--- src/hdl/atte_pkg.sv ---
// ----------------------------------------------------------------------------
// ANSI text terminal engine package
// Shared types, character codes and helper functions for the terminal engine.
// ----------------------------------------------------------------------------
package atte_pkg;

  localparam int ARG_W = 14;

  // Item operations
  localparam logic OP_BYTE = 1'b0;
  localparam logic OP_READ = 1'b1;

  // Control bytes and sequence ranges
  localparam logic [7:0] CH_BS       = 8'd8;
  localparam logic [7:0] CH_TAB      = 8'd9;
  localparam logic [7:0] CH_LF       = 8'd10;
  localparam logic [7:0] CH_CR       = 8'd13;
  localparam logic [7:0] CH_ESC      = 8'd27;
  localparam logic [7:0] CH_CSI      = 8'd155;
  localparam logic [7:0] CH_LBRACKET = 8'h5B;
  localparam logic [7:0] CH_SEMI     = 8'h3B;
  localparam logic [7:0] CH_0        = 8'h30;
  localparam logic [7:0] CH_9        = 8'h39;
  localparam logic [7:0] FINAL_LO    = 8'd64;
  localparam logic [7:0] FINAL_HI    = 8'd126;
  localparam logic [7:0] SIMPLE_HI   = 8'd94;
  localparam logic [7:0] BLANK_CHAR  = 8'h20;

  // Final bytes of control sequences
  localparam logic [7:0] FIN_UP      = 8'h41;
  localparam logic [7:0] FIN_DOWN    = 8'h42;
  localparam logic [7:0] FIN_RIGHT   = 8'h43;
  localparam logic [7:0] FIN_LEFT    = 8'h44;
  localparam logic [7:0] FIN_HOME    = 8'h48;
  localparam logic [7:0] FIN_CLR_SCR = 8'h4A;
  localparam logic [7:0] FIN_CLR_LN  = 8'h4B;
  localparam logic [7:0] FIN_SC_SUB  = 8'h53;
  localparam logic [7:0] FIN_SC_ADD  = 8'h54;
  localparam logic [7:0] FIN_SGR     = 8'h6D;

  // SGR codes
  localparam logic [ARG_W-1:0] SGR_RESET  = 14'd0;
  localparam logic [ARG_W-1:0] SGR_BOLD   = 14'd1;
  localparam logic [ARG_W-1:0] SGR_HIDE   = 14'd9;
  localparam logic [ARG_W-1:0] SGR_NORMAL = 14'd22;
  localparam logic [ARG_W-1:0] SGR_REVEAL = 14'd28;
  localparam logic [ARG_W-1:0] SGR_FG_LO  = 14'd30;
  localparam logic [ARG_W-1:0] SGR_FG_HI  = 14'd37;
  localparam logic [ARG_W-1:0] SGR_FG_DEF = 14'd39;
  localparam logic [ARG_W-1:0] SGR_BG_LO  = 14'd40;
  localparam logic [ARG_W-1:0] SGR_BG_HI  = 14'd47;

  // Erase-in-line modes
  localparam logic [ARG_W-1:0] ERASE_TO_END    = 14'd0;
  localparam logic [ARG_W-1:0] ERASE_TO_CURSOR = 14'd1;
  localparam logic [ARG_W-1:0] ERASE_ALL       = 14'd2;

  localparam logic [ARG_W-1:0] PARAM_MAX = 14'd9999;
  localparam logic [3:0]       RESET_FG  = 4'd7;

  localparam logic signed [15:0] SCROLL_MIN = -16'sd1024;
  localparam logic signed [15:0] SCROLL_MAX = 16'sd1023;

  typedef enum logic [3:0] {
    K_READ, K_PRINT, K_BS, K_CR, K_LF, K_TAB, K_NOP, K_UP, K_DOWN, K_RIGHT,
    K_LEFT, K_HOME, K_CLR_SCREEN, K_CLR_LINE, K_SCROLL_SUB, K_SCROLL_ADD
  } kind_t;

  typedef enum logic [1:0] {PH_TEXT, PH_ESC, PH_CSI} phase_t;

  typedef enum logic [1:0] {FR_IDLE, FR_SGR, FR_PUSH} front_state_t;

  typedef enum logic [2:0] {
    BK_CLEAR, BK_IDLE, BK_EXEC, BK_BLANK, BK_SWEEP, BK_DONE
  } back_state_t;

  typedef struct packed {
    kind_t            kind;
    logic [7:0]       ch;
    logic [11:0]      idx;
    logic [ARG_W-1:0] arg0;
    logic [ARG_W-1:0] arg1;
    logic [3:0]       fg;
    logic [3:0]       bg;
    logic             bell;
  } entry_t;

  typedef struct packed {
    logic clearing;
  } back_status_t;

  // Black stays black in the bright palette.
  function automatic logic [3:0] palette(input logic [2:0] sel, input logic hi);
    logic [3:0] c;
    begin
      case (sel)
        3'd0: c = 4'd0;
        3'd1: c = 4'd4;
        3'd2: c = 4'd2;
        3'd3: c = 4'd6;
        3'd4: c = 4'd1;
        3'd5: c = 4'd5;
        3'd6: c = 4'd3;
        default: c = 4'd7;
      endcase
      palette = (hi && (c != 4'd0)) ? (c | 4'd8) : c;
    end
  endfunction

endpackage

--- src/hdl/atte_queue.sv ---
// ----------------------------------------------------------------------------
// Command queue
// Two-entry queue between the byte parser and the command executor.
// ----------------------------------------------------------------------------
module atte_queue (
  input  logic              clk,
  input  logic              rst,
  input  logic              push,
  input  atte_pkg::entry_t  push_entry,
  output logic              full,
  input  logic              pop,
  output atte_pkg::entry_t  head,
  output logic              empty
);

  atte_pkg::entry_t slots [2];
  logic       wp;
  logic       rp;
  logic [1:0] count;

  assign full  = (count == 2'd2);
  assign empty = (count == 2'd0);
  assign head  = slots[rp];

  always_ff @(posedge clk) begin
    if (rst) begin
      wp    <= 1'b0;
      rp    <= 1'b0;
      count <= 2'd0;
    end else begin
      if (push) begin
        wp <= ~wp;
      end
      if (pop) begin
        rp <= ~rp;
      end
      count <= count + {1'b0, push} - {1'b0, pop};
    end
  end

  always_ff @(posedge clk) begin
    if (push) begin
      slots[wp] <= push_entry;
    end
  end

  a_no_overflow: assert property (@(posedge clk) disable iff (rst) push |-> !full)
    else $error("Queue written while full.");
  a_no_underflow: assert property (@(posedge clk) disable iff (rst) pop |-> !empty)
    else $error("Queue read while empty.");
  a_count_range: assert property (@(posedge clk) disable iff (rst) count <= 2'd2)
    else $error("Queue count out of range.");

endmodule

--- config.mk ---
export PLATFORM = sky130hd
export DESIGN_NAME = atte_queue
export DESIGN_NICKNAME = d
export VERILOG_FILES = /design/src/hdl/atte_pkg.sv /design/src/hdl/atte_queue.sv
export SDC_FILE = /design/constraint.sdc
export NUM_CORES = 1
export LEC_CHECK = 0
export BUFFER_PORTS_ARGS = -buffer_cell sky130_fd_sc_hd__buf_4
export CORE_MARGIN = 2
export CORE_UTILIZATION = 35
export DETAILED_ROUTE_END_ITERATION = 8
export GPL_TIMING_DRIVEN = 0
export SYNTH_ARGS = -nofsm -noshare
export SYNTH_HDL_FRONTEND = slang
export SYNTH_SLANG_ARGS = --single-unit
--- constraint.sdc ---
create_clock -name clk -period 3.6 [get_ports clk]
set_input_delay 0.18 -clock clk [delete_from_list [all_inputs] [get_ports clk]]
set_output_delay 0.18 -clock clk [all_outputs]
set_load 0.005 [all_outputs]
# == Word-level counts from Yosys, hierarchy flattened ==
# Memory sizes are Yosys's and may differ from the RTL's. A register that Yosys moved wholly into a read port is not among the register bits.
# Cells that the tools add are included.
# totals
word_cells,14
output_inout_bits,63
n_memories,1
romBits,0
ff_bits,4
latch_bits,0
input_bits,65
ram_bits,122
# classes
addsub,2
n_mux,4
n_bitwise,2
magnitude_cmp,0
eq_ne,1
shifts,0
multipliers,0
n_reduce_logical,1
div,0
# mem_list
name,depth,width,read_ports,rd_ports_with_merged_regs,wr,line,rtl
slots,2,61,1,1,1,atte_queue.sv:16,atte_pkg::entry_t slots [2];
# op_table
op,count
1-bit two-way mux,4
2-bit by 1-bit adder with 2-bit output,1
"2-bit == test, second input constant",1
2-bit logical NOT,1
1-bit NOT,2
2-bit by 1-bit subtractor with 2-bit output,1

# == Logic depth before layout (Yosys ltp) ==
# depth
ltp_word,3
mapped_depth,6
mapped_depth_nobuf,6

# == Least setup slack after synthesis ==
# OpenSTA, ideal clock, no wires.
# synth_path
path_kind,flip-flop to flip-flop
startpoint,register wp
endpoint,"memory slots[0][0] (netlist bit), enable pin"
setup_ns,0.487
stages_incl_launch_ff,2
path_slack_ns,0.071
arrival_ns,3.042
t_required_ns,3.113
period_less_slack_ns,3.529
path_buffers,0
cell_sequence,dfxtp_1 > nor2b_1
# synth_lines
element,line,rtl
from (decl),atte_queue.sv:17,logic wp;
from (signal assigned),atte_queue.sv:32,wp <= ~wp;
to (decl),atte_queue.sv:16,
# Straight into the memory's write port.

==> reports/metrics.csv <==
stage,metric,value,unit
global_routing,grt_pass1_wl,13500,µm
pwr,pwr-share-clk,0.434,
synth,syn_inst,211,
synth,synth_top_area_frac,0.744,
finish,final_util,0.535,
finish,diodes,0,
critical_path,startpoint_type,flop,
timing,finalHoldViolCount,0,
route,vias,2614,
clock_network,path_clk_slew,50,ps
clock_network,numCtsBuffers,17,
synth,seq_area_frac_synth,0.764,
route,post_drt_wl_per_cell,14.6,µm
finish,fill_cells,1091,
synth,syn_nets,278,
critical_path,endpoint_kind,output pin,
timing,grt_setup_unrepaired,no,
global_routing,grt_pass1_vias,2799,
global_routing,track_usage,0.123,
pwr,p_leak,2.94,nW
synth,netlist_top_cells_area,"edfxtp_1 74%, mux2_4 18%, buf_12 2.4%",
pwr,power,4.06,mW
clock_network,clk-insertion-delay-late,410,ps
critical_path,arrival,1540,ps
route,wl,8990,µm
critical_path,slowest_stage,dfxtp_1,
pwr,swShare,0.204,
pwr,switchingPower,0.830,mW
die,core_region_area,13800,µm²
run,max-cap-violations,0,
route,drcViolationCount,0,
clock_network,cts_root_buf,clkbuf_16,
critical_path,critPathRequiredTime,3420,ps
pwr,sequentialPowerShare,0.431,
clock_network,cts-htree-levels,4,
route,antenna_left,0,
finish,layout-drive-gt1-share,0.528,
die,dieArea,15000,µm²
critical_path,r2r_cells,1,
critical_path,worstPathCellList,buf_6 -> buf_12 -> mux2_4 -> buf_4,
timing,finalSetupViolCount,0,
finish,area_growth_syn_to_layout,50.1,%
timing,slew_violations,0,
placement,post-dp-hpwl,5390,µm
timing,tightest_slew,881,ps
route,vias_per_cell,4.26,
critical_path,path_class,reg -> out,
die,die_w,123,µm
timing,period_share,0.479,
synth,synth_warnings,0,
synth,ys_seq_elements,127,
placement,numPortBuffers,127,
timing,clock_skew,6.26,ps
route,drt_pass1_iterations,4,
timing,relSlewSlack,0.413,
synth,ys_types,13,
route,drt-initial-drc-count,93,
critical_path,cp-endpoint,head[35],
status,status,finished clean,
critical_path,r2r_end,slots[1][44],
timing,fin_setup_tns,0,ps
pwr,vdd_drop_max,329,µV
global_routing,gr-total-overflow,0,
placement,gp_congestion,0.674,
critical_path,cp_max_fo,10,
timing,min_period,1720,ps
pwr,cellInternalPower,3.23,mW
placement,dpl_cell_area,6150,µm²
global_routing,grt_max_degree,62,
die,initial_core_util,0.356,
finish,nNetsFinal,488,
die,fp.dieH,123,µm
critical_path,reg2reg_slack,1990,ps
critical_path,r2r_start,wp,
synth,synth_top_area_cell,edfxtp_1,
die,fp-row-count,43,
critical_path,critPathMaxStageDelay,320,ps
hold_path,hold_path.class,in -> reg,
synth,syn_area_per_cell,23.3,µm²
pwr,power_frac_comb,0.135,
clock_network,clk_path_buf_depth,2,
synth,syn-cell-area,4920,µm²
die,boundaryPins,128,
finish,design_area,7390,µm²
clock_network,cts_tree,done,
pwr,power.density,549,nW/µm²
clock_network,clock_sinks,127,
timing,max_freq,0.580,GHz
global_routing,antenna_found_initial,0,
worst min path at each step:
| stage | start | end | slack, ps | cells after the start |
|---|---|---|---|---|
| final | pop | rp | 50 | 3 |
| after global routing | pop | flop | 50 | 3 |
| after CTS | pop | rp | 30 | 3 |
| after detailed placement | push_entry[52] | slots[0][52] | 370 | 1 |
| after global placement | push_entry[37] | slots[1][37] | 360 | 1 |
| after floorplan | rst | count[0] | 250 | 1 |
layout by cell type (no fill, tap or decap):
cell type / n
clkinv_2: 2
xnor2_1: 2
clkinvlp_4: 4
edfxtp_1: 122
mux2_2: 1
dlygate4sd3_1: 62
dfxtp_1: 5
inv_6: 1
nor2b_1: 2
clkbuf_16: 17
nor2_1: 5
bufinv_16: 4
buf_12: 8
buf_6: 1
clkinv_1: 2
xnor3_1: 1
inv_1: 2
mux2_4: 60
buf_4: 127
and2_4: 1
nor2b_4: 1
ha_1: 2
clkinv_4: 2
sequential cells by signal (all words and copies together) (netlist names), named ones only:
| signal | flops |
|---|---|
| count | 2 |
| rp | 1 |
| slots | 122 |
| wp | 1 |
through the flow:
step / setup slack [ps] / hold WS (ps) / cells
3_5_place_dp: 1990 / 368 / 520
6_report: 1880 / 54.7 / 614
5_1_grt: 1810 / 53.8 / 614
2_1_floorplan: 71.0 / 252 / 211
3_3_place_gp: -1760 / 364 / 518
4_1_cts: 1830 / 27.3 / 614
cells in the mapped netlist:
master	number
dfxtp_1	5
edfxtp_1	122
xnor2_1	2
xnor3_1	1
ha_1	2
inv_1	2
nor2_1	5
and2_1	1
mux2_4	60
nor2b_1	3
mux2_2	1
buf_12	6
buf_6	1
area by class of cell:
class	count	area, µm²	area share
Multi-Input combinational cell	75	1030	0.139
Timing Repair Buffer	191	1610	0.218
Sequential cell	127	3760	0.509
Clock inverter	15	194	0.0262
Buffer	7	131	0.0178
Tap cell	180	225	0.0305
Inverter	2	7.51	0.00102
Clock buffer	17	425	0.0575
worst max-delay path, delay by kind of cell, from the launching register on:
kind | cells | cell delay [ps]
mux | 1 | 310
flops | 1 | 320
buf+inv | 3 | 500
metal layers:
metal,GRT usage,vias to the layer above,part of all wire
met3,0.0428,14,0.053
met4,0.0582,0,0.018
met5,0,-,0
met2,0.212,79,0.52
li1,-,1248,-
met1,0.136,1273,0.41
power by group through the flow:
| stage | Sequential [mW] | Combinational (mW) | Clock [mW] |
|---|---|---|---|
| after floorplan | 1.78 | 0.262 | 0 |
| after global placement | 1.79 | 0.486 | 0 |
| after detailed placement | 1.78 | 0.501 | 0 |
| after CTS | 1.75 | 0.558 | 1.81 |
| after global routing | 1.76 | 0.590 | 1.87 |
| final | 1.75 | 0.548 | 1.76 |
cell families (layout without fill, tap and decap cells):
logic type / Yosys count / after routing / share of synthesized area
buf+inv: 9 / 232 / 0.0282
flops: 127 / 127 / 0.764
fa+ha+maj: 2 / 2 / 0.00508
simple gates: 9 / 9 / 0.00890
xor+xnor: 3 / 3 / 0.00813
mux: 61 / 61 / 0.185
repair_timing:
| item | 4_1_cts | 5_1_grt |
|---|---|---|
| setup endpoints to repair | 0 | 0 |
| gates resized for setup | 0 | 0 |
| setup buffers | 0 | 0 |
| hold buffers | 62 | 0 |
| hold endpoints to repair | 127 | 0 |
No activity file was read; power rests on OpenSTA's default activity.
