`config.mk`:
```
export PLATFORM = sky130hd
export DESIGN_NAME = atte_front
export DESIGN_NICKNAME = d
export VERILOG_FILES = /design/src/hdl/atte_pkg.sv /design/src/hdl/atte_front.sv
export SDC_FILE = /design/constraint.sdc
export NUM_CORES = 1
export LEC_CHECK = 0
export ABC_CLOCK_PERIOD_IN_PS = 4300
export BUFFER_PORTS_ARGS = -buffer_cell sky130_fd_sc_hd__buf_4
export CAP_MARGIN = 0
export CORE_MARGIN = 2
export CORE_UTILIZATION = 61
export DETAILED_ROUTE_END_ITERATION = 10
export PLACE_DENSITY = 0.8
export SYNTH_ARGS = -nofsm -noshare
export SYNTH_HDL_FRONTEND = slang
export SYNTH_SLANG_ARGS = --single-unit
```
`constraint.sdc`:
```
create_clock -name clk -period 4.3 [get_ports clk]
set_clock_uncertainty 0.1 [all_clocks]
set_input_delay 0.645 -clock clk [delete_from_list [all_inputs] [get_ports clk]]
set_output_delay 0.645 -clock clk [all_outputs]
set_load 0.03 [all_outputs]
```
`src/hdl/atte_pkg.sv`:
```
// ----------------------------------------------------------------------------
// ANSI text terminal engine package
// Shared types, character codes and helper functions for the terminal engine.
// ----------------------------------------------------------------------------
package atte_pkg;

  localparam int ARG_W = 14;

  // Item operations
  localparam logic OP_BYTE = 1'b0;
  localparam logic OP_READ = 1'b1;

  // Control bytes and sequence ranges
  localparam logic [7:0] CH_BS       = 8'd8;
  localparam logic [7:0] CH_TAB      = 8'd9;
  localparam logic [7:0] CH_LF       = 8'd10;
  localparam logic [7:0] CH_CR       = 8'd13;
  localparam logic [7:0] CH_ESC      = 8'd27;
  localparam logic [7:0] CH_CSI      = 8'd155;
  localparam logic [7:0] CH_LBRACKET = 8'h5B;
  localparam logic [7:0] CH_SEMI     = 8'h3B;
  localparam logic [7:0] CH_0        = 8'h30;
  localparam logic [7:0] CH_9        = 8'h39;
  localparam logic [7:0] FINAL_LO    = 8'd64;
  localparam logic [7:0] FINAL_HI    = 8'd126;
  localparam logic [7:0] SIMPLE_HI   = 8'd94;
  localparam logic [7:0] BLANK_CHAR  = 8'h20;

  // Final bytes of control sequences
  localparam logic [7:0] FIN_UP      = 8'h41;
  localparam logic [7:0] FIN_DOWN    = 8'h42;
  localparam logic [7:0] FIN_RIGHT   = 8'h43;
  localparam logic [7:0] FIN_LEFT    = 8'h44;
  localparam logic [7:0] FIN_HOME    = 8'h48;
  localparam logic [7:0] FIN_CLR_SCR = 8'h4A;
  localparam logic [7:0] FIN_CLR_LN  = 8'h4B;
  localparam logic [7:0] FIN_SC_SUB  = 8'h53;
  localparam logic [7:0] FIN_SC_ADD  = 8'h54;
  localparam logic [7:0] FIN_SGR     = 8'h6D;

  // SGR codes
  localparam logic [ARG_W-1:0] SGR_RESET  = 14'd0;
  localparam logic [ARG_W-1:0] SGR_BOLD   = 14'd1;
  localparam logic [ARG_W-1:0] SGR_HIDE   = 14'd9;
  localparam logic [ARG_W-1:0] SGR_NORMAL = 14'd22;
  localparam logic [ARG_W-1:0] SGR_REVEAL = 14'd28;
  localparam logic [ARG_W-1:0] SGR_FG_LO  = 14'd30;
  localparam logic [ARG_W-1:0] SGR_FG_HI  = 14'd37;
  localparam logic [ARG_W-1:0] SGR_FG_DEF = 14'd39;
  localparam logic [ARG_W-1:0] SGR_BG_LO  = 14'd40;
  localparam logic [ARG_W-1:0] SGR_BG_HI  = 14'd47;

  // Erase-in-line modes
  localparam logic [ARG_W-1:0] ERASE_TO_END    = 14'd0;
  localparam logic [ARG_W-1:0] ERASE_TO_CURSOR = 14'd1;
  localparam logic [ARG_W-1:0] ERASE_ALL       = 14'd2;

  localparam logic [ARG_W-1:0] PARAM_MAX = 14'd9999;
  localparam logic [3:0]       RESET_FG  = 4'd7;

  localparam logic signed [15:0] SCROLL_MIN = -16'sd1024;
  localparam logic signed [15:0] SCROLL_MAX = 16'sd1023;

  typedef enum logic [3:0] {
    K_READ, K_PRINT, K_BS, K_CR, K_LF, K_TAB, K_NOP, K_UP, K_DOWN, K_RIGHT,
    K_LEFT, K_HOME, K_CLR_SCREEN, K_CLR_LINE, K_SCROLL_SUB, K_SCROLL_ADD
  } kind_t;

  typedef enum logic [1:0] {PH_TEXT, PH_ESC, PH_CSI} phase_t;

  typedef enum logic [1:0] {FR_IDLE, FR_SGR, FR_PUSH} front_state_t;

  typedef enum logic [2:0] {
    BK_CLEAR, BK_IDLE, BK_EXEC, BK_BLANK, BK_SWEEP, BK_DONE
  } back_state_t;

  typedef struct packed {
    kind_t            kind;
    logic [7:0]       ch;
    logic [11:0]      idx;
    logic [ARG_W-1:0] arg0;
    logic [ARG_W-1:0] arg1;
    logic [3:0]       fg;
    logic [3:0]       bg;
    logic             bell;
  } entry_t;

  typedef struct packed {
    logic clearing;
  } back_status_t;

  // Black stays black in the bright palette.
  function automatic logic [3:0] palette(input logic [2:0] sel, input logic hi);
    logic [3:0] c;
    begin
      case (sel)
        3'd0: c = 4'd0;
        3'd1: c = 4'd4;
        3'd2: c = 4'd2;
        3'd3: c = 4'd6;
        3'd4: c = 4'd1;
        3'd5: c = 4'd5;
        3'd6: c = 4'd3;
        default: c = 4'd7;
      endcase
      palette = (hi && (c != 4'd0)) ? (c | 4'd8) : c;
    end
  endfunction

endpackage

```
`src/hdl/atte_front.sv`:
```
// ----------------------------------------------------------------------------
// Byte parser
// Accepts items, runs the escape parser and the color state, and queues one
// command for each item.
// ----------------------------------------------------------------------------
module atte_front #(
  parameter int ESC_DEPTH = 15
) (
  input  logic                   clk,
  input  logic                   rst,
  input  logic                   cfg_we,
  input  logic [3:0]             cfg_data,
  input  logic                   in_valid,
  output logic                   in_stall,
  input  logic                   op,
  input  logic [7:0]             char_byte,
  input  logic [11:0]            cell_index,
  input  atte_pkg::back_status_t back_status,
  output logic                   q_push,
  output atte_pkg::entry_t       q_entry,
  input  logic                   q_full
);

  localparam int VW = $clog2(ESC_DEPTH + 1);
  localparam int AW = atte_pkg::ARG_W;

  atte_pkg::front_state_t state, state_next;
  atte_pkg::phase_t       phase, phase_next;
  logic [VW-1:0] cnt, cnt_next;
  logic [VW-1:0] n_sc, n_sc_next;
  logic [VW-1:0] sgr_i, sgr_i_next;
  logic [AW-1:0] acc, acc_next;
  logic          foreign, foreign_next;
  logic [AW-1:0] vals [ESC_DEPTH + 1];
  logic [3:0]    fg, fg_next;
  logic [3:0]    bg, bg_next;
  logic [3:0]    hidden_fg, hidden_fg_next;
  logic          bright, bright_next;
  logic [3:0]    def_fg, def_fg_next;

  logic          accept;
  logic          val_we;
  logic [VW-1:0] val_wi;
  logic [AW-1:0] code;
  logic [AW-1:0] v0;
  logic [AW-1:0] v1;
  logic [AW-1:0] v0_or1;
  logic [AW-1:0] v1_or1;
  logic [16:0]   acc_mul;

  assign in_stall = (state != atte_pkg::FR_IDLE) || q_full || back_status.clearing;
  assign accept   = in_valid && !in_stall;

  always_comb begin
    state_next     = state;
    phase_next     = phase;
    cnt_next       = cnt;
    n_sc_next      = n_sc;
    sgr_i_next     = sgr_i;
    acc_next       = acc;
    foreign_next   = foreign;
    fg_next        = fg;
    bg_next        = bg;
    hidden_fg_next = hidden_fg;
    bright_next    = bright;
    def_fg_next    = cfg_we ? cfg_data : def_fg;
    val_we         = 1'b0;
    val_wi         = n_sc;
    q_push         = 1'b0;

    code    = vals[sgr_i];
    v0      = (n_sc == '0) ? acc : vals[0];
    v1      = (n_sc == VW'(1)) ? acc : vals[1];
    v0_or1  = (v0 != '0) ? v0 : AW'(1);
    v1_or1  = ((n_sc != '0) && (v1 != '0)) ? v1 : AW'(1);
    acc_mul = 17'(acc) * 17'd10 + 17'(8'(char_byte - atte_pkg::CH_0));

    q_entry      = '0;
    q_entry.kind = atte_pkg::K_NOP;
    q_entry.ch   = char_byte;
    q_entry.idx  = cell_index;
    q_entry.fg   = fg;
    q_entry.bg   = bg;

    case (state)
      atte_pkg::FR_IDLE: begin
        if (accept) begin
          q_push = 1'b1;
          if (op == atte_pkg::OP_READ) begin
            q_entry.kind = atte_pkg::K_READ;
          end else begin
            case (phase)
              atte_pkg::PH_ESC: begin
                cnt_next     = '0;
                n_sc_next    = '0;
                acc_next     = '0;
                foreign_next = 1'b0;
                if (char_byte == atte_pkg::CH_LBRACKET) begin
                  phase_next = atte_pkg::PH_CSI;
                end else begin
                  phase_next   = atte_pkg::PH_TEXT;
                  q_entry.bell = !(char_byte inside {[atte_pkg::FINAL_LO:atte_pkg::SIMPLE_HI]});
                end
              end
              atte_pkg::PH_CSI: begin
                if (cnt >= VW'(ESC_DEPTH)) begin
                  phase_next   = atte_pkg::PH_TEXT;
                  cnt_next     = '0;
                  q_entry.bell = 1'b1;
                end else if (char_byte inside {[atte_pkg::FINAL_LO:atte_pkg::FINAL_HI]}) begin
                  phase_next = atte_pkg::PH_TEXT;
                  cnt_next   = '0;
                  if (!foreign) begin
                    q_entry.arg0 = v0_or1;
                    case (char_byte)
                      atte_pkg::FIN_UP:      q_entry.kind = atte_pkg::K_UP;
                      atte_pkg::FIN_DOWN:    q_entry.kind = atte_pkg::K_DOWN;
                      atte_pkg::FIN_RIGHT:   q_entry.kind = atte_pkg::K_RIGHT;
                      atte_pkg::FIN_LEFT:    q_entry.kind = atte_pkg::K_LEFT;
                      atte_pkg::FIN_SC_SUB:  q_entry.kind = atte_pkg::K_SCROLL_SUB;
                      atte_pkg::FIN_SC_ADD:  q_entry.kind = atte_pkg::K_SCROLL_ADD;
                      atte_pkg::FIN_CLR_SCR: q_entry.kind = atte_pkg::K_CLR_SCREEN;
                      atte_pkg::FIN_HOME: begin
                        q_entry.kind = atte_pkg::K_HOME;
                        q_entry.arg1 = v1_or1;
                      end
                      atte_pkg::FIN_CLR_LN: begin
                        q_entry.kind = atte_pkg::K_CLR_LINE;
                        q_entry.arg0 = v0;
                      end
                      atte_pkg::FIN_SGR: begin
                        // The last number is still in the accumulator; park it
                        // with the others and walk the list one code a cycle.
                        q_push     = 1'b0;
                        val_we     = 1'b1;
                        sgr_i_next = '0;
                        state_next = atte_pkg::FR_SGR;
                      end
                      default: q_entry.kind = atte_pkg::K_NOP;
                    endcase
                  end
                end else begin
                  cnt_next = cnt + VW'(1);
                  if (char_byte == atte_pkg::CH_SEMI) begin
                    val_we    = 1'b1;
                    n_sc_next = n_sc + VW'(1);
                    acc_next  = '0;
                  end else if (char_byte inside {[atte_pkg::CH_0:atte_pkg::CH_9]}) begin
                    acc_next = (acc_mul > 17'(atte_pkg::PARAM_MAX)) ? atte_pkg::PARAM_MAX
                                                                     : AW'(acc_mul);
                  end else begin
                    foreign_next = 1'b1;
                  end
                end
              end
              default: begin
                case (char_byte)
                  atte_pkg::CH_ESC: begin
                    phase_next = atte_pkg::PH_ESC;
                    cnt_next   = '0;
                  end
                  atte_pkg::CH_CSI: begin
                    phase_next   = atte_pkg::PH_CSI;
                    cnt_next     = '0;
                    n_sc_next    = '0;
                    acc_next     = '0;
                    foreign_next = 1'b0;
                  end
                  atte_pkg::CH_BS:  q_entry.kind = atte_pkg::K_BS;
                  atte_pkg::CH_CR:  q_entry.kind = atte_pkg::K_CR;
                  atte_pkg::CH_LF:  q_entry.kind = atte_pkg::K_LF;
                  atte_pkg::CH_TAB: q_entry.kind = atte_pkg::K_TAB;
                  default:          q_entry.kind = atte_pkg::K_PRINT;
                endcase
              end
            endcase
          end
        end
      end
      atte_pkg::FR_SGR: begin
        if ((code == atte_pkg::SGR_RESET) || (code == atte_pkg::SGR_NORMAL)) begin
          fg_next     = def_fg;
          bg_next     = 4'd0;
          bright_next = 1'b0;
        end else if (code == atte_pkg::SGR_BOLD) begin
          bright_next = 1'b1;
        end else if (code == atte_pkg::SGR_HIDE) begin
          hidden_fg_next = fg;
          fg_next        = bg;
        end else if (code == atte_pkg::SGR_REVEAL) begin
          fg_next = hidden_fg;
        end else if (code inside {[atte_pkg::SGR_FG_LO:atte_pkg::SGR_FG_HI]}) begin
          fg_next = atte_pkg::palette(3'(code - atte_pkg::SGR_FG_LO), bright);
        end else if (code == atte_pkg::SGR_FG_DEF) begin
          fg_next = def_fg;
        end else if (code inside {[atte_pkg::SGR_BG_LO:atte_pkg::SGR_BG_HI]}) begin
          bg_next = atte_pkg::palette(3'(code - atte_pkg::SGR_BG_LO), bright);
        end
        if (sgr_i == n_sc) begin
          state_next = atte_pkg::FR_PUSH;
        end else begin
          sgr_i_next = sgr_i + VW'(1);
        end
      end
      atte_pkg::FR_PUSH: begin
        if (!q_full) begin
          q_push     = 1'b1;
          state_next = atte_pkg::FR_IDLE;
        end
      end
      default: state_next = atte_pkg::FR_IDLE;
    endcase
  end

  always_ff @(posedge clk) begin
    if (rst) begin
      state     <= atte_pkg::FR_IDLE;
      phase     <= atte_pkg::PH_TEXT;
      cnt       <= '0;
      n_sc      <= '0;
      sgr_i     <= '0;
      acc       <= '0;
      foreign   <= 1'b0;
      fg        <= atte_pkg::RESET_FG;
      bg        <= 4'd0;
      hidden_fg <= 4'd0;
      bright    <= 1'b0;
      def_fg    <= atte_pkg::RESET_FG;
    end else begin
      state     <= state_next;
      phase     <= phase_next;
      cnt       <= cnt_next;
      n_sc      <= n_sc_next;
      sgr_i     <= sgr_i_next;
      acc       <= acc_next;
      foreign   <= foreign_next;
      fg        <= fg_next;
      bg        <= bg_next;
      hidden_fg <= hidden_fg_next;
      bright    <= bright_next;
      def_fg    <= def_fg_next;
    end
  end

  always_ff @(posedge clk) begin
    if (val_we) begin
      vals[val_wi] <= acc;
    end
  end

endmodule

```
Word-level counts from Yosys, hierarchy flattened
Memory sizes are Yosys's and may differ from the RTL's. A register that Yosys moved wholly into a read port is not among the register bits.
Index checks and enable logic that the tools add are counted.
{"block": "classes", "n_addsub": 7, "mul": 1, "n_lt_le_gt_ge": 11, "eq_ne": 63, "mux": 129, "bitwise_logic": 3, "n_reduce_logical": 44}
{"operator": "2-to-1 mux 4 bit", "n": 52}
{"operator": "2-to-1 mux 28 bit", "n": 7}
{"operator": "2-to-1 mux 14 bit", "n": 12}
{"operator": "equality test 8 x 7 -> 1 bit (second input constant)", "n": 11}
{"operator": "case mux 3 bit (7 select lines)", "n": 2}
{"operator": "!= test 2 bit (second input constant)", "n": 18}
{"operator": "case mux 4 bit (9 select lines)", "n": 1}
{"operator": "equality test 8 x 4 -> 1 bit (second input constant)", "n": 4}
{"operator": "case mux 4 bit (2 select lines)", "n": 4}
{"operator": "2-to-1 mux 1 bit", "n": 31}
{"operator": "equality test 14 x 5 -> 1 bit (second input constant)", "n": 2}
{"operator": "less-or-equal comparator 14 x 6 -> 1 bit (second input constant)", "n": 2}
{"operator": "case mux 14 bit (2 select lines)", "n": 1}
{"operator": "nonzero test 14 bit", "n": 2}
{"operator": "2-to-1 mux 2 bit", "n": 12}
{"operator": "AND reduction 7 bit", "n": 3}
{"operator": "equality test 3 bit (second input constant)", "n": 6}
{"operator": "AND reduction 9 bit", "n": 2}
{"operator": "adder 17 x 8 -> 17 bit", "n": 1}
{"operator": "greater-than comparator 17 x 14 -> 1 bit (second input constant)", "n": 1}
{"operator": "less-or-equal comparator 8 x 7 -> 1 bit (second input constant)", "n": 2}
{"operator": "multiplier 14 x 3 -> 16 bit (second input constant)", "n": 1}
{"operator": "nonzero test 4 bit", "n": 4}
{"operator": "case mux 3 bit (5 select lines)", "n": 1}
{"operator": "44 further kinds", "n": 76}
{"block": "word_totals", "reg_bits": 48, "ramBits": 224, "word_cells": 271, "n_memories": 1}
{"name": "vals", "depth": 16, "word_bits": 14, "read_ports": 3, "rd_clocked_by_memory_dff": 1, "wr": 1, "line_no": "atte_front.sv:34", "source": "logic [AW-1:0] vals [ESC_DEPTH + 1];"}

Longest topological paths before layout
Gate-level depths: netlist of the first run.
{"block": "depth", "depth_word": 21, "depth_mapped": 15, "depth_no_buf": 15}

Least setup slack after synthesis of the first run
No wires, ideal clock.
{"block": "synth_timing", "kind": "flip-flop to flip-flop", "startpoint": "register acc[1]", "endpoint": "register acc[6]", "t_arrival_ps": 3818, "t_required_ps": 4139, "path_slack_ps": 320, "path_stages_with_launch": 15, "n_path_buf": 0, "synth_period_minus_slack_ps": 3980, "path_cell_list": "dfxtp_1 > ha_1 > ha_1 > inv_1 > fa_1 > inv_1 > ha_1 > and2_1 > a311oi_1 > xnor2_1 > or4_1 > a41oi_1 > a21boi_0 > a21oi_1 > a32o_1"}
{"block": "synth_via", "elab_chain_len": 9}
{"item": "start: declaration", "line_no": "atte_front.sv:32", "source": "logic [AW-1:0] acc, acc_next;"}
{"item": "start signal: assignment", "line_no": "atte_front.sv:235", "source": "acc <= acc_next;"}
{"item": "multiplier 14 x 3 -> 16 bit *", "line_no": "atte_front.sv:76", "source": "acc_mul = 17'(acc) * 17'd10 + 17'(8'(char_byte - atte_pkg::CH_0));"}
{"item": "adder 17 x 8 -> 17 bit *", "line_no": "atte_front.sv:76"}
{"item": "greater-than comparator 17 x 14 -> 1 bit", "line_no": "atte_front.sv:149", "source": "acc_next = (acc_mul > 17'(atte_pkg::PARAM_MAX)) ? atte_pkg::PARAM_MAX"}
{"item": "2-to-1 mux 14 bit *", "line_no": "atte_front.sv:149"}
{"item": "2-to-1 mux 14 bit *", "line_no": "atte_front.sv:148", "source": "end else if (char_byte inside {[atte_pkg::CH_0:atte_pkg::CH_9]}) begin"}
{"item": "2-to-1 mux 14 bit *", "line_no": "atte_front.sv:144", "source": "if (char_byte == atte_pkg::CH_SEMI) begin"}
{"item": "2-to-1 mux 14 bit *", "line_no": "atte_front.sv:110", "source": "end else if (char_byte inside {[atte_pkg::FINAL_LO:atte_pkg::FINAL_HI]}) begin"}
{"item": "2-to-1 mux 14 bit *", "line_no": "atte_front.sv:106", "source": "if (cnt >= VW'(ESC_DEPTH)) begin"}
{"item": "case mux 14 bit (2 select lines) *", "line_no": "atte_front.sv:92", "source": "case (phase)"}
Every way passes the cells marked *; elsewhere a longest branch is shown, timed or not. The select of a mux whose other input is x is not followed.
A chain may end at the register's enable or synchronous reset.

==> flow_summary.ini, run 1 <==
[cts]
ctsLongestPathBuffers = 3
cts.sinks = 276
cts_inserted_buffers = 26
ctsHoldBuffers = 0
clk_pin_slew_ns = 0.06
ctsHtreeMaxLevel = 1
root_buffer = clkbuf_16
cts_resized = 1
cts_post_setup_buffers_inserted = 0
clock_latency_ns = 0.53
cts_tree = yes

[synthesis]
yosys-top-cells-area = edfxtp_1 (51%), dfxtp_1 (7.9%), ha_1 (4.2%)
post_synth_inst_count = 1079
avgSynthCellArea_um2 = 12.2
synth_edf_count = 224
ys_warn_count = 0
synth_nets = 1156
synth_area_mm2 = 0.0132
ys_seq_elements = 276
synth_commonest_cells = edfxtp_1 (224), nand2_1 (104), nor2_1 (93)
synth_top_cell_by_area = edfxtp_1
synth_most_common_cell = edfxtp_1
synth_seq_area_share_pct = 58.8
synth_cell_types = 74
synthArstFlopShare_pct = 0
synth_top_area_share_pct = 51.0
ys.flop_type = edfxtp_1

[critical_path]
start_kind = register
critPathMaxFanout = 11
cp-end-kind = output port
worst_ep_required_time_ns = 3.56
cp_data_arrival_time_ns = 3.27
crit_type = reg -> out

[sta]
slew_viol_final = 0
fin_crit_sh_pct = 93.4
fmax_ghz = 0.249
tns_ns = 0
finalCriticalPeriod_ns = 4.02
final_hold_viol_count = 0
setup_viol = 0
rsz0062_at_grt = false
relSlewSlack_pct = 47.3
worstMarginPinSlew_ns = 0.790

[hold_path]
hp-class = in -> reg

[cells_and_area]
fin_nets = 1240
diodes = 0
drive_gt1_share_pct = 16.7
synthToLayoutAreaGrowth_pct = 13.3
fill_cells = 1371

[floorplanning]
rows = 53
coreArea_mm2 = 0.0212
boundaryPins = 94
dieArea_mm2 = 0.0228
die_h_um = 151
die_w_um = 151
start_util_pct = 62.4

[global_route]
use_met3_pct = 3.52
antenna_found_initial = 0
grt_pass1_vias = 9076
busiest_layer = met2
grt_usage_pct = 27.8
grt_max_degree = 33
grt_overflow_total = 0
grt_pass1_wl_mm = 48.7
met1_usage_pct = 37.1
grt_use_met2_pct = 48.2

[route]
drt_iter0_markers = 758
dr.pass1.iters = 6
via_per_inst = 6.41
vias = 9339
avgRoutedWirePerCell_um = 21.4
totalWireLength_mm = 31.1
route.detailed.drc = 0
ant_nets = 0

[place]
gp_congestion = 0.887
hpwl_mm = 21.0
port-buffer-count = 69

[pwr]
power_per_cell_area_mw_per_mm2 = 347
irDropWorstVdd_mv = 0.276
p_leak_nw = 5.74
power.total_mw = 5.19

[status]
outcome = complete, no violations

[job]
drv_cap = 0
flip-flops by register name (all words and copies together), names as in the netlist, named ones only:
register   cells
acc           14
bg             4
bright         1
cnt            4
def_fg         4
fg             4
foreign        1
hidden_fg      4
n_sc           4
phase          2
sgr_i          4
state          2
vals         224
kinds of logic (layout without fill, tap and decap cells):
family	Yosys count	after routing	synth area share [%]
buffers and inverters	90	194	3.48
AND/OR/NAND/NOR	384	384	14.5
adder cells (fa/ha/maj)	46	46	4.47
flip-flops	276	276	58.8
AO/OA/AOI/OAI	208	208	10.5
XOR/XNOR	28	28	1.86
multiplexers	47	47	6.44
routing by layer:
metal  routed length (µm)  vias up
li1                     -     4276
met1                12300     4522
met2                15800      470
met3                 2300       71
met4                  747        0
met5                    0        -
cell usage in the layout, fill, tap and decap left out, drive strengths merged, types with 8 or more instances in the layout:
cell type / n
nor2b: 9
mux4: 28
and3: 8
edfxtp: 224
clkinv: 8
nor4: 28
mux2i: 19
buf: 117
nand3b: 9
nand2: 104
a21oi: 66
nand3: 22
dfxtp: 52
nand4: 12
or3: 10
nor2: 93
nor3: 34
a211oi: 11
nand2b: 18
o21ai: 36
a31oi: 11
ha: 44
clkbuf: 36
xnor2: 17
o22ai: 9
xor2: 11
inv: 29
where the power goes:
group | switching, mW | internal, mW
logic | 0.0663 | 0.0422
clock network | 0.957 | 1.27
registers | 0.00208 | 2.85
cell type report:
cell class	instances	area, µm²	share of cell area [%]
flip-flops and latches	276	7770	51.9
multi-input cells	713	5010	33.5
repair buffers	117	891	5.96
clock buffers	36	708	4.73
well taps	275	344	2.30
clock inverters	12	123	0.820
inverters	29	109	0.728
worst paths after layout:
path	start	end	slack, ns	depth (start not counted)
setup reg to reg	acc[3]	acc[4]	0.37	16
setup / recovery	state[1]	q_entry[12]	0.28	9
hold / removal	cfg_data[1]	def_fg[1]	0.24	3
hold reg to reg	fg[2]	fg[2]	0.36	2
stage by stage:
stage                     util (%)  hold WS, ns  setup WS (ns)  area (µm²)  cells
after detailed placement      66.7        0.355          0.170       14100   1410
after CTS                     70.6        0.239          0.112       14900   1458
after floorplan                  -        0.350          0.320       13200   1079
after global placement        66.7        0.356          0.291       14100   1410
final                         70.7        0.245          0.285       15000   1458
after global routing          70.7        0.244         0.0173       15000   1458
critical path: stages (launching register included):
cell	delay, ns
dfxtp_1	0.37
nor4_2	0.31
and2_1	0.27
nand2b_1	0.17
or3_1	0.41
or3_1	0.43
nand2b_1	0.19
nand2b_4	0.24
a21oi_1	0.17
buf_4	0.18
Power figures use the tool's default switching activity.
==> inputs of run 2 (changes only) <==
CTS_BUF_LIST = sky130_fd_sc_hd__clkbuf_16   (was default)
CTS_CLUSTER_DIAMETER = 40   (was default)
==> run 2 against run 1 <==
Combinational power about the same. Clock power increased by 12%. Count of clock-buffer cells in the layout decreased by 4. Utilization increased by 0.70 points. Global-route usage increased by 0.61 points. Via count increased by 2.2%. Hold slack got worse by 0.018 ns. Fmax decreased by 1.9%. Setup slack got worse by 0.077 ns. Sequential power about the same. Largest power group unchanged.
==> flow_summary.ini, run 2 (synthesized netlist as in run 1, its figures left out) <==
[route]
ant_nets = 0
avgRoutedWirePerCell_um = 21.8
drt_iter0_markers = 923
dr.pass1.iters = 5
route.detailed.drc = 0
via_per_inst = 6.51
vias = 9544
totalWireLength_mm = 31.9

[global_route]
grt_overflow_total = 0
grt_max_degree = 33
grt_usage_pct = 28.4
grt_pass1_vias = 9290
grt_pass1_wl_mm = 49.8
antenna_found_initial = 0

[critical_path]
r2r_cells = 15
reg2reg_from = acc[3]
crit_start = state[1]
crit_family = simple AND/OR/NAND/NOR gates
worst_ep_required_time_ns = 3.56
path_buf_inv = 1
cp_data_arrival_time_ns = 3.35
rr_endpoint = acc[2]
critical_path.cell_chain = nor4_2 > and2_2 > nand2b_1 > or3_1 > or3_1 > nand2b_1 > nand2b_4 > a21oi_1 > buf_4
slowest_delay_ns = 0.45
start_kind = register
crit_type = reg -> out
cp-end-kind = output port
slowest_stage = or3_1
r2r_slack_ns = 0.36
critPathMaxFanout = 11

[cells_and_area]
reg.largest.list = vals: 224 flops, acc: 14 flops
fin_nets = 1244
layout_common_cells = edfxtp_1 (224), buf_4 (116), nand2_1 (104)
fill_cells = 1327
top_register = vals
multiInputGateArea_mm2 = 0.00502
largest_reg_flops = 224
fin_cells = 1466
final_common_cell = edfxtp_1
regArea_mm2 = 0.00777
drive_gt1_share_pct = 17.5
synthToLayoutAreaGrowth_pct = 14.4
final_util_pct = 71.4
design_area_mm2 = 0.0151
diodes = 0

[sta]
worstMarginPinSlew_ns = 0.795
slew_viol_final = 0
tns_ns = 0
rsz0062_at_grt = false
finalCriticalPeriod_ns = 4.09
fmax_ghz = 0.244
setup_viol = 0
fin_crit_sh_pct = 95.2
hold-worst-slack_ns = 0.227
relSlewSlack_pct = 47.0
final_hold_viol_count = 0

[cts]
root_buffer = clkbuf_16
clock_latency_ns = 0.56
ctsHtreeMaxLevel = 1
clk_pin_slew_ns = 0.06
cts_inserted_buffers = 30
cts_post_setup_buffers_inserted = 0
cts.sinks = 276
ctsLongestPathBuffers = 3
cts_tree = yes

[status]
outcome = complete, no violations

[place]
gp_congestion = 0.887
hpwl_mm = 21.0
placed_cells_incl_taps = 1410
placed_area_mm2 = 0.0141
port-buffer-count = 69

[floorplanning]
die_w_um = 151
die_h_um = 151
dieArea_mm2 = 0.0228
start_util_pct = 62.4
coreArea_mm2 = 0.0212
rows = 53
boundaryPins = 94

[pwr]
intPower_mw = 4.31
swShare_pct = 20.9
seq_power_share_pct = 52.3
clockPowerShare_pct = 45.7
power.net_switching_mw = 1.14
power_per_cell_area_mw_per_mm2 = 361
irDropWorstVdd_mv = 0.344
p_leak_nw = 5.85
p_comb_share_pct = 2.0

[hold_path]
hp-start = cfg_data[1]
worstHoldEndpoint = def_fg[1]
hp-class = in -> reg
hold_depth = 3

[job]
drv_cap = 0
==> run 2: worst max-delay path by stage <==
stage,endpoint,depth (start not counted),slack (ns)
3_3_place_gp,q_entry[12],10,0.29
5_1_grt,q_entry[18],9,0.03
2_1_floorplan,acc[6],14,0.32
6_report,q_entry[18],9,0.21
4_1_cts,q_entry[18],9,0.04
3_5_place_dp,q_entry[12],10,0.17
==> run 2: power groups by stage <==
stage	clock network [mW]	registers (mW)	logic (mW)
2_1_floorplan	0	2.91	0.0909
3_3_place_gp	0	2.91	0.105
3_5_place_dp	0	2.91	0.107
4_1_cts	2.49	2.85	0.108
5_1_grt	2.60	2.85	0.118
6_report	2.49	2.85	0.109
==> run 2: layer usage <==
| layer | track usage, % | share of wire [%] |
|---|---|---|
| met5 | 0 | 0 |
| met4 | 8.55 | 2.6 |
| met3 | 4.43 | 7.8 |
| met2 | 50.0 | 51 |
| met1 | 36.6 | 39 |
==> run 2: worst reg2reg max path, delay by kind of cell (launching register included) <==
family / cells / cell delay, ns
simple gates: 2 / 0.69
flops: 1 / 0.36
fa+ha+maj: 4 / 1.30
xor+xnor: 1 / 0.12
buf+inv: 3 / 0.30
compound gates: 5 / 0.92
==> run 2: what timing repair did <==
action,in CTS,in global routing
resized for setup,1,4
hold buffers,0,0
setup endpoints to repair,11,17
==> run 2: area by class of cell <==
class | instances | share of cell area (%)
sequential | 276 | 51.4
tap | 275 | 2.28
clock buffer | 32 | 5.30
timing repair buffer | 117 | 5.90
multi-input combinational | 713 | 33.2
clock inverter | 24 | 1.18
inverter | 29 | 0.721
==> run 2: stage by stage <==
step | setup slack, ns | power [mW]
after global placement | 0.291 | 3.01
after CTS | 0.0360 | 5.45
after global routing | 0.0258 | 5.57
after detailed placement | 0.170 | 3.01
final | 0.207 | 5.45
after floorplan | 0.320 | 3.00
==> inputs of run 3 (changes only) <==
ABC_AREA = 1   (was default)
ABC_CLOCK_PERIOD_IN_PS = 4600   (was 4300)
clock period = 4.6 ns   (was 4.3 ns; I/O delays follow)
==> run 3 against run 2 <==
Register-to-register slack gained 0.37 ns. Setup slack gained 0.10 ns. First-iteration DRC count grew 12%. Via count grew 18%. Sequential share of layout area shrank 3.0 points. Largest cell class unchanged.
==> flow_summary.ini, run 3 <==
[sta]
slew_viol_final = 0
tns_ns = 0
relSlewSlack_pct = 32.2
fin_crit_sh_pct = 93.2
final_hold_viol_count = 0
worstMarginPinSlew_ns = 1.02
setup_viol = 0
rsz0062_at_grt = false
finalCriticalPeriod_ns = 4.29
fmax_ghz = 0.233

[critical_path]
worst_ep_required_time_ns = 3.81
critPathMaxFanout = 25
cp-end-kind = output port
critPathMostFrequentCell = nand4_1
path_depth = 9
start_kind = register
crit_start = n_sc[0]
r2r_slack_ns = 0.73
slowest_stage = or4_1
reg2reg_from = acc[3]
slowest_delay_ns = 0.64
path_buf_inv = 2
r2r_cells = 20
critical_path.cell_chain = inv_1 > ha_1 > nand2_2 > o21ai_0 > nand4_1 > or4_1 > nand4_1 > nor2_1 > buf_4
crit_path_end = q_entry[33]
rr_endpoint = acc[9]
cp_data_arrival_time_ns = 3.50
crit_type = reg -> out
crit_family = simple AND/OR/NAND/NOR gates

[synthesis]
synth_commonest_cells = nand2_1 (373), edfxtp_1 (224), inv_1 (174)
synth_top_family_by_area = simple AND/OR/NAND/NOR gates
synth_seq_area_share_pct = 54.5
synthArstFlopShare_pct = 0
synth_compound_area_share_pct = 7.51
ys_seq_elements = 276
synth_edf_count = 224
synthXorXnorAreaFrac_pct = 1.35
ys.flop_type = edfxtp_1
yosys-top-cells-area = edfxtp_1 (47%), nand2_1 (9.8%), dfxtp_1 (7.3%)
synth_top_cell_by_area = edfxtp_1
synth_top_area_share_pct = 47.2
post_synth_inst_count = 1560
synth_cell_types = 50
synth-simple-area-share_pct = 23.8
avgSynthCellArea_um2 = 9.13
yosys.area_share.adder_pct = 4.15
synth_area_mm2 = 0.0142
muxShareOfSynthArea_pct = 0.562
synth_nets = 1637
synth_most_common_cell = nand2_1
ys_warn_count = 0

[global_route]
grt_pass1_wl_mm = 55.3
grt_pass1_vias = 10700
grt_usage_pct = 29.2
grt_max_degree = 77
antenna_found_initial = 1
grt_overflow_total = 0

[cts]
ctsHoldBuffers = 0
clock_latency_ns = 0.51
cts.sinks = 276
cts_post_setup_buffers_inserted = 0
clk_pin_slew_ns = 0.06
cts_inserted_buffers = 34
cts_tree = yes
ctsHtreeMaxLevel = 2
root_buffer = clkbuf_16
ctsLongestPathBuffers = 3

[hold_path]
hp-class = in -> reg

[route]
dr.pass1.iters = 5
route.detailed.drc = 0
ant_nets = 0
totalWireLength_mm = 35.9
avgRoutedWirePerCell_um = 18.2
drt_iter0_markers = 1033
vias = 11300
via_per_inst = 5.72

[cells_and_area]
reg.largest.list = vals: 224 flops, acc: 14 flops
fin_nets = 1716
largest_reg_flops = 224
drive_gt1_share_pct = 13.7
final_common_cell = nand2_1
synthToLayoutAreaGrowth_pct = 12.7
top_register = vals
diodes = 0
layout_common_cells = nand2_1 (373), edfxtp_1 (224), inv_1 (176)

[pwr]
irDropWorstVdd_mv = 0.193
power_per_cell_area_mw_per_mm2 = 329
p_leak_nw = 6.71
power.total_mw = 5.27

[floorplanning]
dieArea_mm2 = 0.0246
boundaryPins = 94
die_w_um = 157
die_h_um = 157
start_util_pct = 62.5
coreArea_mm2 = 0.0228
rows = 55

[job]
drv_cap = 0

[place]
port-buffer-count = 69
gp_congestion = 0.946
hpwl_mm = 23.6

[status]
outcome = complete, no violations
[run 3: changes by cell type after synthesis, moves of 19 or more]
cell and delta:
inv_1 +145, mux4_2 -20, nand2_1 +269, nand2_2 +19, nand3_1 +131, nand4_1 +20
nor2_1 +49, nor3_1 -19, nor4_1 -26, o21ai_0 +47
[run 3: worst min-delay path by stage]
| stage | from | end | slack, ns | cells past startpoint |
|---|---|---|---|---|
| finish | cfg_data[0] | def_fg[0] | 0.29 | 3 |
| global route | cfg_we | def_fg[3] | 0.32 | 2 |
| CTS | cfg_data[0] | def_fg[0] | 0.29 | 3 |
| detailed placement | hidden_fg[0] | hidden_fg[0] | 0.35 | 2 |
| global placement | hidden_fg[3] | hidden_fg[3] | 0.34 | 2 |
| floorplan | hidden_fg[3] | hidden_fg[3] | 0.32 | 2 |
[run 3: cells by family (layout without fill, tap and decap cells)]
logic type	after synthesis	after routing
AND/OR/NAND/NOR	764	764
buffers and inverters	254	356
AO/OA/AOI/OAI	190	190
XOR/XNOR	22	22
multiplexers	8	8
flip-flops	276	276
adder cells (fa/ha/maj)	46	46
[run 3: cell type report]
type	instances	area (µm²)
Sequential cell	276	7770
Fill cell	1670	6720
Multi-Input combinational cell	1030	5320
Clock buffer	35	876
Timing Repair Buffer	105	788
Inverter	192	723
Tap cell	313	392
Clock inverter	24	184
[run 3: metal layers]
| layer | GRT usage [%] | routed length (µm) | part of all wire (%) | vias up |
|---|---|---|---|---|
| met5 | 0 | 0 | 0 | - |
| met4 | 11.1 | 1110 | 3.1 | 0 |
| met3 | 4.38 | 3140 | 8.7 | 72 |
| met2 | 49.9 | 17600 | 49 | 595 |
| met1 | 37.7 | 14000 | 39 | 5253 |
| li1 | - | - | - | 5382 |
[run 3: tightest hold or removal path, delay by kind of cell]
kind / cells / cell delay [ns]
compound gates: 2 / 0.10
buf+inv: 1 / 0.08
[run 3: metrics by stage]
step | std cells | hold WS [ns] | utilization [%] | cell area, µm² | worst slack, ns
2_1_floorplan | 1560 | 0.324 | - | 14200 | 1.18
3_3_place_gp | 1916 | 0.336 | 65.8 | 15000 | 0.852
3_5_place_dp | 1916 | 0.352 | 65.8 | 15000 | 0.761
4_1_cts | 1975 | 0.286 | 70.5 | 16000 | 0.285
5_1_grt | 1975 | 0.321 | 70.5 | 16100 | 0.169
6_report | 1975 | 0.291 | 70.5 | 16100 | 0.312
[run 3: what timing repair did]
action,in CTS,in global routing
gates resized for setup,0,1
hold endpoints to repair,0,0
setup endpoints to repair,0,1
[run 3: report_power, final]
group | internal (mW) | total, mW | switching (mW)
Sequential | 2.66 | 2.67 | 0.00203
Clock | 1.46 | 2.51 | 1.04
Combinational | 0.0362 | 0.102 | 0.0661
Total | 4.16 | 5.27 | 1.11
